[src/hw/rtl/affc_pkg.sv]
`timescale 1ns / 1ps
// ----------------------------------------------------------------------------
// affc_pkg
// Shared constants, codes and types for the affine cipher character unit.
// ----------------------------------------------------------------------------
package affc_pkg;

  localparam int MaxAlphabet = 64;                  // alphabet table depth
  localparam int AddrW       = $clog2(MaxAlphabet); // table address width
  localparam int SizeW       = 7;                   // alphabet_size width
  localparam int KeyW        = 6;                   // key / index width
  localparam int SymW        = 8;                   // character width
  localparam int StatW       = 2;                   // status width
  localparam int NumRegs     = 4;
  localparam int CfgAddrW    = $clog2(NumRegs * 4);
  localparam int CfgDataW    = 32;
  localparam int MulSteps    = KeyW;                // one multiplier bit per step
  localparam int StepW       = $clog2(MulSteps);

  typedef enum logic [1:0] {
    RegSize    = 2'd0,
    RegMulKey  = 2'd1,
    RegAddKey  = 2'd2,
    RegDecrypt = 2'd3
  } cfg_reg_e;

  typedef enum logic {
    OpLoad   = 1'b0,
    OpCipher = 1'b1
  } op_e;

  typedef enum logic [StatW-1:0] {
    StOk     = 2'd0,
    StNoChar = 2'd1,
    StBadKey = 2'd2
  } status_e;

  // key check outcome: valid flag and inverse of the multiplicative key
  typedef struct packed {
    logic            ok;
    logic [KeyW-1:0] inv;
  } key_res_t;

endpackage

[src/hw/rtl/affc_keyinv.sv]
`timescale 1ns / 1ps
// ----------------------------------------------------------------------------
// affc_keyinv
// Key check and modular inverse search, one candidate per cycle.
// ----------------------------------------------------------------------------
module affc_keyinv import affc_pkg::*; (
  input  logic             clk_i,
  input  logic             rst_ni,
  input  logic             start_i,
  input  logic [KeyW-1:0]  mult_key_i,
  input  logic [KeyW-1:0]  shift_key_i,
  input  logic [SizeW-1:0] modulus_i,
  output logic             done_o,
  output key_res_t         res_o
);

  logic             busy_q;
  logic             done_q;
  logic [KeyW-1:0]  v_q;
  logic [SizeW-1:0] r_q;
  key_res_t         res_q;

  logic             range_ok;
  logic             hit;
  logic             last;
  logic [SizeW-1:0] r_sum;
  logic [SizeW-1:0] r_d;

  assign range_ok = (modulus_i >= SizeW'(2)) && (modulus_i <= SizeW'(MaxAlphabet)) &&
                    ({1'b0, mult_key_i} < modulus_i) && ({1'b0, shift_key_i} < modulus_i);
  assign hit      = (r_q == SizeW'(1));
  assign last     = ({1'b0, v_q} == (modulus_i - SizeW'(1)));
  // r tracks v*a mod m
  assign r_sum    = r_q + {1'b0, mult_key_i};
  assign r_d      = (r_sum >= modulus_i) ? (r_sum - modulus_i) : r_sum;

  always_ff @(posedge clk_i or negedge rst_ni) begin
    if (!rst_ni) begin
      busy_q <= 1'b0;
      done_q <= 1'b0;
      v_q    <= '0;
      r_q    <= '0;
      res_q  <= '0;
    end else begin
      done_q <= 1'b0;
      if (start_i) begin
        busy_q <= 1'b1;
        v_q    <= KeyW'(1);
        r_q    <= {1'b0, mult_key_i};
      end else if (busy_q) begin
        if (!range_ok || hit || last) begin
          busy_q    <= 1'b0;
          done_q    <= 1'b1;
          res_q.ok  <= range_ok && hit;
          res_q.inv <= v_q;
        end else begin
          v_q <= v_q + KeyW'(1);
          r_q <= r_d;
        end
      end
    end
  end

  assign done_o = done_q;
  assign res_o  = res_q;

endmodule

[src/hw/rtl/affc_modmul.sv]
`timescale 1ns / 1ps
// ----------------------------------------------------------------------------
// affc_modmul
// Bit-serial modular multiplier, multiplier MSB first (double and add).
// ----------------------------------------------------------------------------
module affc_modmul import affc_pkg::*; (
  input  logic             clk_i,
  input  logic             rst_ni,
  input  logic             start_i,
  input  logic [SizeW-1:0] mcand_i,   // below modulus
  input  logic [KeyW-1:0]  mplier_i,
  input  logic [SizeW-1:0] modulus_i,
  output logic             done_o,
  output logic [SizeW-1:0] prod_o
);

  logic             busy_q;
  logic             done_q;
  logic [StepW-1:0] cnt_q;
  logic [SizeW-1:0] acc_q;
  logic [SizeW-1:0] mcand_q;
  logic [KeyW-1:0]  mplier_q;

  logic [SizeW-1:0] dbl;
  logic [SizeW-1:0] dbl_red;
  logic [SizeW-1:0] sum;
  logic [SizeW-1:0] sum_red;

  // acc < m <= 64, so 2*acc and acc+x both fit in SizeW bits
  assign dbl     = {acc_q[SizeW-2:0], 1'b0};
  assign dbl_red = (dbl >= modulus_i) ? (dbl - modulus_i) : dbl;
  assign sum     = dbl_red + (mplier_q[KeyW-1] ? mcand_q : '0);
  assign sum_red = (sum >= modulus_i) ? (sum - modulus_i) : sum;

  always_ff @(posedge clk_i or negedge rst_ni) begin
    if (!rst_ni) begin
      busy_q   <= 1'b0;
      done_q   <= 1'b0;
      cnt_q    <= '0;
      acc_q    <= '0;
      mcand_q  <= '0;
      mplier_q <= '0;
    end else begin
      done_q <= 1'b0;
      if (start_i) begin
        busy_q   <= 1'b1;
        cnt_q    <= StepW'(MulSteps - 1);
        acc_q    <= '0;
        mcand_q  <= mcand_i;
        mplier_q <= mplier_i;
      end else if (busy_q) begin
        acc_q    <= sum_red;
        mplier_q <= {mplier_q[KeyW-2:0], 1'b0};
        if (cnt_q == '0) begin
          busy_q <= 1'b0;
          done_q <= 1'b1;
        end else begin
          cnt_q <= cnt_q - StepW'(1);
        end
      end
    end
  end

  assign done_o = done_q;
  assign prod_o = acc_q;

endmodule

[src/hw/rtl/affine_cipher_character_unit.sv]
`timescale 1ns / 1ps
// ----------------------------------------------------------------------------
// affine_cipher_character_unit
// Affine substitution over a loadable alphabet of byte characters.
// ----------------------------------------------------------------------------
// Usage:
//   Input channel (in_valid_i / in_ready_o): one beat is either a load
//   (operation 0: write symbol_in_i to alphabet entry entry_index_i) or a
//   cipher beat (operation 1: transform symbol_in_i).
//   Output channel (out_valid_o / out_ready_i): exactly one result beat per
//   input beat, in order. Loads return symbol 0, status ok.
//   APB port: alphabet_size, mult_key, shift_key, decrypt_mode at 0x0..0xC.
//   Write registers only while the unit is idle. pready is tied high.
// Sequencing:
//   One item in flight. A cipher beat scans the table from entry 0: the
//   table has one read port and is scanned one entry per cycle, then a
//   6-step bit-serial modular multiply runs, then one table read fetches
//   the output. A miss scans every entry below m and reports no character.
//   The first cipher beat after any register write also runs the key check
//   and inverse search, whose result is then cached.
// Reset: registers return to 26 / 1 / 0 / 0, the cached key is marked stale.
//   Alphabet entries are undefined until loaded.
// Stall: a finished result parks in the output register; the next beat is
//   accepted meanwhile, its result waits until the register drains.
// ----------------------------------------------------------------------------
module affine_cipher_character_unit import affc_pkg::*; (
  input  logic                clk_i,
  input  logic                rst_ni,
  // input beats
  input  logic                in_valid_i,
  output logic                in_ready_o,
  input  logic                operation_i,
  input  logic [KeyW-1:0]     entry_index_i,
  input  logic [SymW-1:0]     symbol_in_i,
  // result beats
  output logic                out_valid_o,
  input  logic                out_ready_i,
  output logic [SymW-1:0]     symbol_out_o,
  output logic [StatW-1:0]    status_o,
  // configuration
  input  logic                psel,
  input  logic                penable,
  input  logic                pwrite,
  input  logic [CfgAddrW-1:0] paddr,
  input  logic [CfgDataW-1:0] pwdata,
  output logic [CfgDataW-1:0] prdata,
  output logic                pready
);

  typedef enum logic [2:0] {
    StIdle,
    StKey,
    StScan,
    StPrep,
    StMul,
    StFetch,
    StResult
  } state_e;

  // ---------------------------------------------------------------- config
  logic [SizeW-1:0] alphabet_size_q;
  logic [KeyW-1:0]  mult_key_q;
  logic [KeyW-1:0]  shift_key_q;
  logic             decrypt_q;
  logic             cfg_we;
  cfg_reg_e         cfg_sel;

  assign pready  = 1'b1;
  assign cfg_we  = psel && penable && pwrite;
  assign cfg_sel = cfg_reg_e'(paddr[CfgAddrW-1:2]);

  always_ff @(posedge clk_i or negedge rst_ni) begin
    if (!rst_ni) begin
      alphabet_size_q <= SizeW'(26);
      mult_key_q      <= KeyW'(1);
      shift_key_q     <= '0;
      decrypt_q       <= 1'b0;
    end else if (cfg_we) begin
      case (cfg_sel)
        RegSize:    alphabet_size_q <= pwdata[SizeW-1:0];
        RegMulKey:  mult_key_q      <= pwdata[KeyW-1:0];
        RegAddKey:  shift_key_q     <= pwdata[KeyW-1:0];
        RegDecrypt: decrypt_q       <= pwdata[0];
        default:    ;
      endcase
    end
  end

  always_comb begin
    case (cfg_sel)
      RegSize:    prdata = CfgDataW'(alphabet_size_q);
      RegMulKey:  prdata = CfgDataW'(mult_key_q);
      RegAddKey:  prdata = CfgDataW'(shift_key_q);
      RegDecrypt: prdata = CfgDataW'(decrypt_q);
      default:    prdata = '0;
    endcase
  end

  // ---------------------------------------------------------------- control
  state_e           state_q;
  logic [SymW-1:0]  sym_q;
  logic [KeyW-1:0]  pos_q;
  logic [SizeW-1:0] scan_idx_q;     // next entry to read, up to m
  logic [AddrW-1:0] cmp_idx_q;      // entry held in rd_data_q
  logic             cmp_valid_q;
  logic             key_fresh_q;    // cached key result matches registers
  logic             key_ok_q;
  logic [KeyW-1:0]  inv_q;
  logic [SymW-1:0]  res_sym_q;
  status_e          res_status_q;
  logic             out_valid_q;
  logic [SymW-1:0]  out_sym_q;
  status_e          out_status_q;

  logic             in_fire;
  logic             is_cipher;
  logic             key_start;
  logic             key_done;
  key_res_t         key_res;
  logic             mul_start;
  logic             mul_done;
  logic [SizeW-1:0] mul_prod;
  logic [SizeW-1:0] mcand;
  logic [KeyW-1:0]  mplier;
  logic [SizeW-1:0] diff_sum;
  logic [SizeW-1:0] diff_red;
  logic [SizeW-1:0] enc_sum;
  logic [SizeW-1:0] fetch_pos;
  logic             match;
  logic             out_free;

  // table
  logic [SymW-1:0]  mem [MaxAlphabet];
  logic [SymW-1:0]  rd_data_q;
  logic [AddrW-1:0] rd_addr;
  logic             mem_we;

  assign in_ready_o = (state_q == StIdle);
  assign in_fire    = in_valid_i && in_ready_o;
  assign is_cipher  = (op_e'(operation_i) == OpCipher);
  assign key_start  = in_fire && is_cipher && !key_fresh_q;
  assign mem_we     = in_fire && !is_cipher;
  assign match      = cmp_valid_q && (rd_data_q == sym_q);
  assign out_free   = !out_valid_q || out_ready_i;

  // decrypt pre-step: (pos - b) mod m
  assign diff_sum = {1'b0, pos_q} + alphabet_size_q - {1'b0, shift_key_q};
  assign diff_red = (diff_sum >= alphabet_size_q) ? (diff_sum - alphabet_size_q) : diff_sum;
  assign mcand    = decrypt_q ? {1'b0, inv_q} : {1'b0, mult_key_q};
  assign mplier   = decrypt_q ? diff_red[KeyW-1:0] : pos_q;
  assign mul_start = (state_q == StPrep);

  // encrypt post-step: + b mod m
  assign enc_sum   = mul_prod + {1'b0, shift_key_q};
  assign fetch_pos = decrypt_q ? mul_prod :
                     ((enc_sum >= alphabet_size_q) ? (enc_sum - alphabet_size_q) : enc_sum);

  assign rd_addr = ((state_q == StMul) && mul_done) ? fetch_pos[AddrW-1:0]
                                                     : scan_idx_q[AddrW-1:0];

  always_ff @(posedge clk_i) begin
    if (mem_we) begin
      mem[entry_index_i] <= symbol_in_i;
    end
  end

  always_ff @(posedge clk_i) begin
    rd_data_q <= mem[rd_addr];
  end

  affc_keyinv u_keyinv (
    .clk_i       (clk_i),
    .rst_ni      (rst_ni),
    .start_i     (key_start),
    .mult_key_i  (mult_key_q),
    .shift_key_i (shift_key_q),
    .modulus_i   (alphabet_size_q),
    .done_o      (key_done),
    .res_o       (key_res)
  );

  affc_modmul u_modmul (
    .clk_i     (clk_i),
    .rst_ni    (rst_ni),
    .start_i   (mul_start),
    .mcand_i   (mcand),
    .mplier_i  (mplier),
    .modulus_i (alphabet_size_q),
    .done_o    (mul_done),
    .prod_o    (mul_prod)
  );

  always_ff @(posedge clk_i or negedge rst_ni) begin
    if (!rst_ni) begin
      state_q      <= StIdle;
      sym_q        <= '0;
      pos_q        <= '0;
      scan_idx_q   <= '0;
      cmp_idx_q    <= '0;
      cmp_valid_q  <= 1'b0;
      key_fresh_q  <= 1'b0;
      key_ok_q     <= 1'b0;
      inv_q        <= '0;
      res_sym_q    <= '0;
      res_status_q <= StOk;
      out_valid_q  <= 1'b0;
      out_sym_q    <= '0;
      out_status_q <= StOk;
    end else begin
      // in StResult the output register is reloaded below instead
      if (out_valid_q && out_ready_i && (state_q != StResult)) begin
        out_valid_q <= 1'b0;
      end
      if (cfg_we) begin
        key_fresh_q <= 1'b0;
      end else if ((state_q == StKey) && key_done) begin
        key_fresh_q <= 1'b1;
      end
      case (state_q)
        StIdle: begin
          if (in_fire) begin
            sym_q        <= symbol_in_i;
            res_sym_q    <= '0;
            res_status_q <= StOk;
            scan_idx_q   <= '0;
            cmp_valid_q  <= 1'b0;
            if (!is_cipher) begin
              state_q <= StResult;
            end else if (!key_fresh_q) begin
              state_q <= StKey;
            end else if (!key_ok_q) begin
              res_status_q <= StBadKey;
              state_q      <= StResult;
            end else begin
              state_q <= StScan;
            end
          end
        end
        StKey: begin
          if (key_done) begin
            key_ok_q    <= key_res.ok;
            inv_q       <= key_res.inv;
            if (key_res.ok) begin
              state_q <= StScan;
            end else begin
              res_status_q <= StBadKey;
              state_q      <= StResult;
            end
          end
        end
        StScan: begin
          if (match) begin
            pos_q   <= KeyW'(cmp_idx_q);
            state_q <= StPrep;
          end else if (scan_idx_q < alphabet_size_q) begin
            cmp_valid_q <= 1'b1;
            cmp_idx_q   <= scan_idx_q[AddrW-1:0];
            scan_idx_q  <= scan_idx_q + SizeW'(1);
          end else if (!cmp_valid_q) begin
            res_status_q <= StNoChar;
            state_q      <= StResult;
          end else begin
            cmp_valid_q <= 1'b0;
          end
        end
        StPrep: begin
          state_q <= StMul;
        end
        StMul: begin
          if (mul_done) begin
            state_q <= StFetch;
          end
        end
        StFetch: begin
          res_sym_q <= rd_data_q;
          state_q   <= StResult;
        end
        StResult: begin
          if (out_free) begin
            out_valid_q  <= 1'b1;
            out_sym_q    <= res_sym_q;
            out_status_q <= res_status_q;
            state_q      <= StIdle;
          end
        end
        default: state_q <= StIdle;
      endcase
    end
  end

  assign out_valid_o  = out_valid_q;
  assign symbol_out_o = out_sym_q;
  assign status_o     = out_status_q;

`ifndef NO_ASSERTIONS
  // cached inverse is a nonzero residue below the modulus
  a_inv_ok: assert property (@(posedge clk_i) disable iff (!rst_ni)
    (key_fresh_q && key_ok_q) |->
      ((inv_q != '0) && ({1'b0, inv_q} < alphabet_size_q)))
    else $error("cached key inverse out of range");

  // the scan never compares an entry at or above the modulus
  a_scan_range: assert property (@(posedge clk_i) disable iff (!rst_ni)
    (state_q == StScan && cmp_valid_q) |-> ({1'b0, cmp_idx_q} < alphabet_size_q))
    else $error("scan beyond alphabet size");

  // error results carry a zero character
  a_err_zero: assert property (@(posedge clk_i) disable iff (!rst_ni)
    (out_valid_o && status_o != StOk) |-> (symbol_out_o == '0))
    else $error("error result with nonzero character");

  // multiplier finishes only while the sequencer waits for it
  a_mul_done: assert property (@(posedge clk_i) disable iff (!rst_ni)
    mul_done |-> (state_q == StMul))
    else $error("unexpected multiplier completion");
`endif

endmodule
[config.mk]
export PLATFORM = sky130hd
export DESIGN_NAME = affine_cipher_character_unit
export DESIGN_NICKNAME = d
export VERILOG_FILES = /design/src/hw/rtl/affc_pkg.sv /design/src/hw/rtl/affc_keyinv.sv /design/src/hw/rtl/affc_modmul.sv /design/src/hw/rtl/affine_cipher_character_unit.sv
export SDC_FILE = /design/constraint.sdc
export NUM_CORES = 1
export LEC_CHECK = 0
export ABC_AREA = 1
export BUFFER_PORTS_ARGS = -buffer_cell sky130_fd_sc_hd__buf_4
export CORE_UTILIZATION = 31
export DETAILED_ROUTE_END_ITERATION = 10
export SYNTH_ARGS = -nofsm -noshare
export SYNTH_HDL_FRONTEND = slang
export SYNTH_SLANG_ARGS = --single-unit
[constraint.sdc]
create_clock -name clk_i -period 12 [get_ports clk_i]
set_clock_uncertainty 0.05 [all_clocks]
set_input_delay 0 -clock clk_i [delete_from_list [all_inputs] [get_ports clk_i]]
set_output_delay 0 -clock clk_i [all_outputs]
set_load 0.01 [all_outputs]
======== Word-level counts from Yosys, hierarchy flattened ========
Memory sizes are Yosys's and may differ from the RTL's. A register that Yosys moved wholly into a read port is not among the register bits.
Index checks and enable logic that the tools add are counted.
word-level totals
  register bits after elaboration ......... 127
  bits in writable memories ............... 512
  logic and storage cells ................. 206
  memories ................................ 1
cells by class
  add/subtract/negate cells ............... 14
  magnitude comparators ................... 10
  equality and inequality tests ........... 26
  muxes and demuxes ....................... 75
  bitwise operators ....................... 2
  reduce and logical (&&, ||, !) cells .... 48
memory list
  name  depth  width  rd ports  clocked after Yosys merged registers in  write ports  line                                 text
  mem   64     8      1         1                                        1            affine_cipher_character_unit.sv:133  logic [SymW-1:0] mem [MaxAlphabet];
operators with widths
  cell                number
  $pmux 32 s4         1
  $mux 7              12
  $mux 6              11
  $mux 3              14
  $ge 7x7->1          5
  $mux 1              22
  $reduce_and 2->1    11
  $pmux 3 s7          1
  $sub 7x7->7         3
  $mux 2              9
  $ne 2x2->1 const B  8
  $pmux 8 s2          1
  $logic_and 1x1->1   15
  $add 7x6->7         2
  $lt 6x7->1          2
  $pmux 7 s2          1
  $sub 6x6->6         2
  $reduce_bool 2->1   5
  $eq 3x3->1 const B  3
  $ne 3x3->1 const B  3
  $reduce_and 3->1    3
  $eq 8x8->1          1
  $mux 8              1
  $add 6x7->7         1
  27 further kinds    38

======== Depth between registers and ports, before layout ========
  depth after elaboration ................. 10
  mapped depth ............................ 30

======== Modules after synthesis ========
Synthesis repeated with hierarchy kept, for this count alone.
second synthesis, totals
  cell total of the unflattened synthesis .. 3403
  area, all modules ....................... 32422.3 um2
modules (own cells, without submodules)
  module                        times used  cells an instance  area each (um2)
  affine_cipher_character_unit  1           2742               27954.3
  affc_keyinv                   1           358                2323.5
  affc_modmul                   1           303                2144.6

======== Worst setup path before layout ========
Ideal clock, no wire load.
  path type ............................... register to register
  start ................................... register alphabet_size_q[1]
  end ..................................... register u_modmul.acc_q[1], in the netlist u_modmul.prod_o[1]
  library setup time ...................... 0.126 ns
  data arrival time ....................... 4.701 ns
  setup slack ............................. 7.123 ns
  cell stages (with the launch flop) ...... 29
  buffers on the path ..................... 2
  clock period less this slack ............ 4.877 ns
  path through ............................ dfstp_2 > inv_1 > ha_1 > nand3_1 > nand2_1 > a21oi_1 > nor2_1 > nor2_1 > nor2_1 > o21ai_0 > nand2_1 > clkbuf_1 > nand2_1 > inv_1 > ha_1 > inv_1 > fa_1 > o31ai_1 > xnor2_1 > inv_1 > ha_1 > inv_1 > o21ai_1 > a211oi_1 > o21ai_1 > clkbuf_1 > nand2_1 > nand2_1 > o22ai_1
on the way
  longest elaborated chain between the ends .. 7
  elaborated cells on any way between the ends .. 9
  classes of those cells .................. 3 x add/sub; 2 x order compare; 4 x mux
RTL lines
  item                                       line                                text
  start: declaration                         affine_cipher_character_unit.sv:61  logic [SizeW-1:0] alphabet_size_q;
  start signal: assignment                   affine_cipher_character_unit.sv:74  alphabet_size_q <= SizeW'(26);
  start signal: assignment                   affine_cipher_character_unit.sv:80  RegSize: alphabet_size_q <= pwdata[SizeW-1:0];
  $sub 7x7->7 or $ge 7x7->1 (tied branches)  affc_modmul.sv:31                   assign dbl_red = (dbl >= modulus_i) ? (dbl - modulus_i) : dbl;
  $mux 7                                     affc_modmul.sv:31
  $add 7x7->7                                affc_modmul.sv:32                   assign sum = dbl_red + (mplier_q[KeyW-1] ? mcand_q : '0);
  $sub 7x7->7 or $ge 7x7->1 (tied branches)  affc_modmul.sv:33                   assign sum_red = (sum >= modulus_i) ? (sum - modulus_i) : sum;
  $mux 7 *                                   affc_modmul.sv:33
  $mux 7 *                                   affc_modmul.sv:51                   end else if (busy_q) begin
  $mux 7 *                                   affc_modmul.sv:45                   if (start_i) begin
  end signal: assignment                     affc_modmul.sv:52                   acc_q <= sum_red;
  end: declaration                           affc_modmul.sv:20                   logic [SizeW-1:0] acc_q;
Every way passes the cells marked *; elsewhere a longest branch is shown, timed or not. The select of a mux whose other input is x is not followed.
A chain may end at the register's enable or synchronous reset.

======== Worst setup path in the final report ========
  start ................................... register shift_key_q[0]
  end ..................................... register rd_data_q[1] (read register of mem)
on the way
  longest elaborated chain between the ends .. 5
  elaborated cells on any way between the ends .. 6
  classes of those cells .................. 2 x add/sub; 1 x order compare; 3 x mux
RTL lines
  item                                       line                                 text
  start: declaration                         affine_cipher_character_unit.sv:63   logic [KeyW-1:0] shift_key_q;
  start signal: assignment                   affine_cipher_character_unit.sv:82   RegAddKey: shift_key_q <= pwdata[KeyW-1:0];
  $add 7x6->7 *                              affine_cipher_character_unit.sv:154  assign enc_sum = mul_prod + {1'b0, shift_key_q};
  $sub 6x6->6 or $ge 7x7->1 (tied branches)  affine_cipher_character_unit.sv:156  ((enc_sum >= alphabet_size_q) ? (enc_sum - alphabet_size_q) : enc_sum);
  $mux 6 *                                   affine_cipher_character_unit.sv:156
  $mux 6 *                                   affine_cipher_character_unit.sv:155  assign fetch_pos = decrypt_q ? mul_prod :
  $mux 6 *                                   affine_cipher_character_unit.sv:158  assign rd_addr = ((state_q == StMul) && mul_done) ? fetch_pos[AddrW-1:0]
  end: declaration                           affine_cipher_character_unit.sv:134  logic [SymW-1:0] rd_data_q;
Every way passes the cells marked *; elsewhere a longest branch is shown, timed or not.

==> results.py <==
metrics = {
    "global_route": {
        "overflow": 0,
        "grt_start_max_net_pins": 129,
        "initial_antenna_violation_count": 0,
        "grt_pass1_wl_um": 126100,
        "grtUsageTotal": 0.1575,
        "first_global_vias": 21380,
    },
    "floorplanning": {
        "placementRows": 117,
        "fp.dieH_um": 322.2,
        "floorplan.initialDensity": 0.3124,
        "dieWidth_um": 322.2,
        "core_area_um2": 101700,
        "num_io_pins": 103,
        "die_area_um2": 103800,
    },
    "sta": {
        "rsz0062_at_grt": "no",
        "finalHoldViolations": 14,
        "max_clock_freq_mhz": 161.3,
        "timing.final.ws_setup_ns": 5.800,
        "whs_ns": -0.03052,
        "finalCritPeriodShare": 0.5166,
        "fin_tns_setup_ns": 0,
        "fin_crit_ns": 6.200,
        "report.final.setup_viol": 0,
        "worst_pin_slew_ns": 1.043,
        "slew_viol_final": 0,
        "max_transition_margin": 0.3030,
    },
    "run_status": {
        "status": "finished, violations left",
        "violations_in_the_final_reports": "negative hold slack",
    },
    "critical_path": {
        "cp-end-kind": "flip-flop",
        "rr_worst_depth": 26,
        "critical_path_arrival_ns": 6.69,
        "critPathKind": "reg -> reg",
        "cp.required_ns": 12.49,
        "critical_path.max_fanout": 117,
        "critical_path_startpoint_category": "flip-flop",
    },
    "cells_and_area": {
        "fraction_of_layout_cells_with_a_size_suffix_above_1": 0.06258,
        "final_nets": 3400,
        "area_growth_pct": 11.74,
        "diodes": 0,
    },
    "routing": {
        "drtAntennaViolNets": 0,
        "route.detailed.wl_per_inst_um": 17.70,
        "total_iterations_of_the_first_detailed_routing_run": 6,
        "drt-initial-drc-count": 1836,
        "totalWireLength_um": 82470,
        "avgViaCountPerCell": 4.866,
        "drc": 0,
        "route.vias.total": 22680,
    },
    "clock_tree": {
        "library_cell_used_as_clock_root_buffer": "sky130_fd_sc_hd__clkbuf_16",
        "cts_made_buffers": 66,
        "cts.htree.levels": 3,
        "insertion_delay_ns": 0.63,
        "clk_pin_slew_worst_paths_ns": 0.06,
        "tritoncts": "yes",
        "clock-sinks": 646,
        "clk_path_buf_depth": 3,
    },
    "yosys": {
        "synth_register_bits": 646,
        "yosys-top-cells-count": "sky130_fd_sc_hd__nand2_1 (740), sky130_fd_sc_hd__nand3_1 (606), sky130_fd_sc_hd__edfxtp_1 (512)",
        "synth_sequential_area_ratio": 0.5881,
        "synth_edf_count": 512,
        "syn-instance-count": 3236,
        "synth_async_reset_ratio": 0.1950,
        "yosys.area.top_type_share": 0.4837,
        "synth_most_common_cell": "sky130_fd_sc_hd__nand2_1",
        "ys_dominant_reg_cell": "sky130_fd_sc_hd__edfxtp_1",
        "post_synth.cell_area_avg_um2": 9.822,
        "synth_area_leaders": "sky130_fd_sc_hd__edfxtp_1 (48%), sky130_fd_sc_hd__dfrtp_1 (9.6%), sky130_fd_sc_hd__nand3_1 (9.5%), sky130_fd_sc_hd__nand2_1 (8.7%), sky130_fd_sc_hd__inv_1 (4.4%)",
        "ys_warn_count": 0,
        "synthesis.area_um2": 31780,
        "synth.largest_area_cell": "sky130_fd_sc_hd__edfxtp_1",
        "ys_types": 56,
    },
    "run": {
        "max_capacitance_violation_count": 0,
    },
    "power": {
        "vdd_drop_max_uv": 123.4,
        "cellLeakagePower_nw": 14.63,
        "power.density_nw_per_um2": 214.4,
    },
    "placed_design": {
        "preCtsSetupSlack_ns": 5.767,
        "place.port_buffers": 49,
        "gp_congestion": 0.8559,
        "detailedPlacementHpwl_um": 47730,
    },
    "min_path": {
        "timing.hold.worst.class": "in -> async",
    },
}
-- cell usage in the layout, fill, tap and decap left out, types with 6 or more instances in the layout --
master / instances
sky130_fd_sc_hd__xnor2_1: 26
sky130_fd_sc_hd__edfxtp_1: 512
sky130_fd_sc_hd__a21oi_1: 70
sky130_fd_sc_hd__nand2_1: 739
sky130_fd_sc_hd__clkinv_2: 13
sky130_fd_sc_hd__o211ai_1: 17
sky130_fd_sc_hd__clkbuf_16: 68
sky130_fd_sc_hd__nor3_1: 12
sky130_fd_sc_hd__nand4_1: 11
sky130_fd_sc_hd__mux2_2: 8
sky130_fd_sc_hd__o22ai_1: 11
sky130_fd_sc_hd__nand3_1: 606
sky130_fd_sc_hd__inv_1: 370
sky130_fd_sc_hd__fa_1: 14
sky130_fd_sc_hd__nand3b_1: 97
sky130_fd_sc_hd__xor2_1: 29
sky130_fd_sc_hd__o21ai_0: 109
sky130_fd_sc_hd__or2_2: 6
sky130_fd_sc_hd__ha_1: 82
sky130_fd_sc_hd__dfrtp_1: 122
sky130_fd_sc_hd__a31oi_1: 9
sky130_fd_sc_hd__buf_4: 70
sky130_fd_sc_hd__conb_1: 26
sky130_fd_sc_hd__dlygate4sd3_1: 29
sky130_fd_sc_hd__clkbuf_1: 13
sky130_fd_sc_hd__clkinv_1: 6
sky130_fd_sc_hd__dfxtp_1: 8
sky130_fd_sc_hd__nor2_1: 142
-- cell families after synthesis --
kind of cell | share of synthesized area
buffers and inverters | 0.07822
multiplexers | 0.002834
other | 0.0002363
AO/OA/AOI/OAI | 0.04224
XOR/XNOR | 0.01516
adder cells (fa/ha/maj) | 0.04110
flip-flops | 0.5881
AND/OR/NAND/NOR | 0.2321
-- stage by stage --
step	hold WS, ns	area, µm²	cells	power [W]	util
4_1_cts	0.009150	35520	4660	0.007641	0.3491
2_1_floorplan	-0.3456	31870	3260	0.004906	-
5_1_grt	0.03213	35520	4660	0.008140	0.3491
6_report	-0.03052	35520	4660	0.007614	0.3491
3_5_place_dp	0.02465	33110	4517	0.005589	0.3254
3_3_place_gp	0.02674	33110	4517	0.005543	0.3254
-- state kept, by name, summed over array words and instances (netlist names), 8 cells and up --
signal,flops
sym_q,8
symbol_out_o,8
res_sym_q,8
rd_data_q,8
mem,512
-- per-layer routing --
metal  routed length [µm]  track usage  vias to the layer above  share of wire
li1                     -            -                    10890              -
met1                37050       0.2230                    10900           0.45
met2                38150       0.2521                      766           0.46
met3                 5560      0.02210                      119          0.067
met4                 1703      0.04106                        0          0.021
met5                    0            0                        -              0
-- timing repair --
item	in CTS	in global routing
endpoints found under the hold margin	593	0
hold buffers	29	0
buffers inserted	0	0
resized for setup	0	0
-- worst max-delay path: stages (launching register included) --
cell                      delay [ns]
sky130_fd_sc_hd__dfrtp_1        0.51
sky130_fd_sc_hd__ha_1           0.22
sky130_fd_sc_hd__inv_1          0.06
sky130_fd_sc_hd__fa_1           0.41
sky130_fd_sc_hd__o21ai_0        0.30
sky130_fd_sc_hd__a21o_1         0.16
sky130_fd_sc_hd__a21oi_1        0.07
sky130_fd_sc_hd__xnor2_1        0.16
sky130_fd_sc_hd__ha_1           0.26
sky130_fd_sc_hd__nand2_1        0.12
sky130_fd_sc_hd__inv_1          0.09
sky130_fd_sc_hd__nand2_1        0.07
sky130_fd_sc_hd__nand2_1        0.05
sky130_fd_sc_hd__nor2_1         0.14
sky130_fd_sc_hd__nand3_1        0.09
sky130_fd_sc_hd__nand3_1        0.19
sky130_fd_sc_hd__nand2_8        0.46
sky130_fd_sc_hd__nand2_8        0.80
sky130_fd_sc_hd__buf_4          0.79
sky130_fd_sc_hd__nand2_1        0.10
sky130_fd_sc_hd__nand2_1        0.09
sky130_fd_sc_hd__nand2_1        0.06
sky130_fd_sc_hd__nand3_1        0.09
sky130_fd_sc_hd__nand3_1        0.14
sky130_fd_sc_hd__nand3_1        0.21
sky130_fd_sc_hd__nand3_1        0.22
sky130_fd_sc_hd__nand2_1        0.17
-- area by class of cell --
cell class              count  area [µm²]
multi-input cells        2054       10740
clock buffers              85        1805
fillers                 10210       66230
clock inverters            29       312.8
repair buffers            100       827.0
inverters                 378        1426
flip-flops and latches    646       18690
well taps                1368        1712
-- report_power, final --
| group | total, W | internal (W) | leakage, nW | switching (W) |
|---|---|---|---|---|
| Combinational | 0.00285 | 0.000994 | 7.28 | 0.00185 |
| Sequential | 0.00272 | 0.00258 | 6.31 | 0.000142 |
| Clock | 0.00204 | 0.00114 | 1.04 | 0.000901 |
| Total | 0.00761 | 0.00472 | 14.6 | 0.00290 |
-- final timing paths --
path	start	to	slack, ns
worst min register to register	u_keyinv.res_o[4]	u_keyinv.res_o[4]	0.44
min in group clk_i	pwrite	decrypt_q	0.02
max in group asynchronous	rst_ni	scan_idx_q[3]	10.78
worst min-delay path	rst_ni	decrypt_q	-0.03
worst max-delay path	shift_key_q[0]	rd_data_q[1]	5.80
worst max register to register	shift_key_q[0]	rd_data_q[1]	5.80
Note: power is estimated with default switching activity, not from simulation.
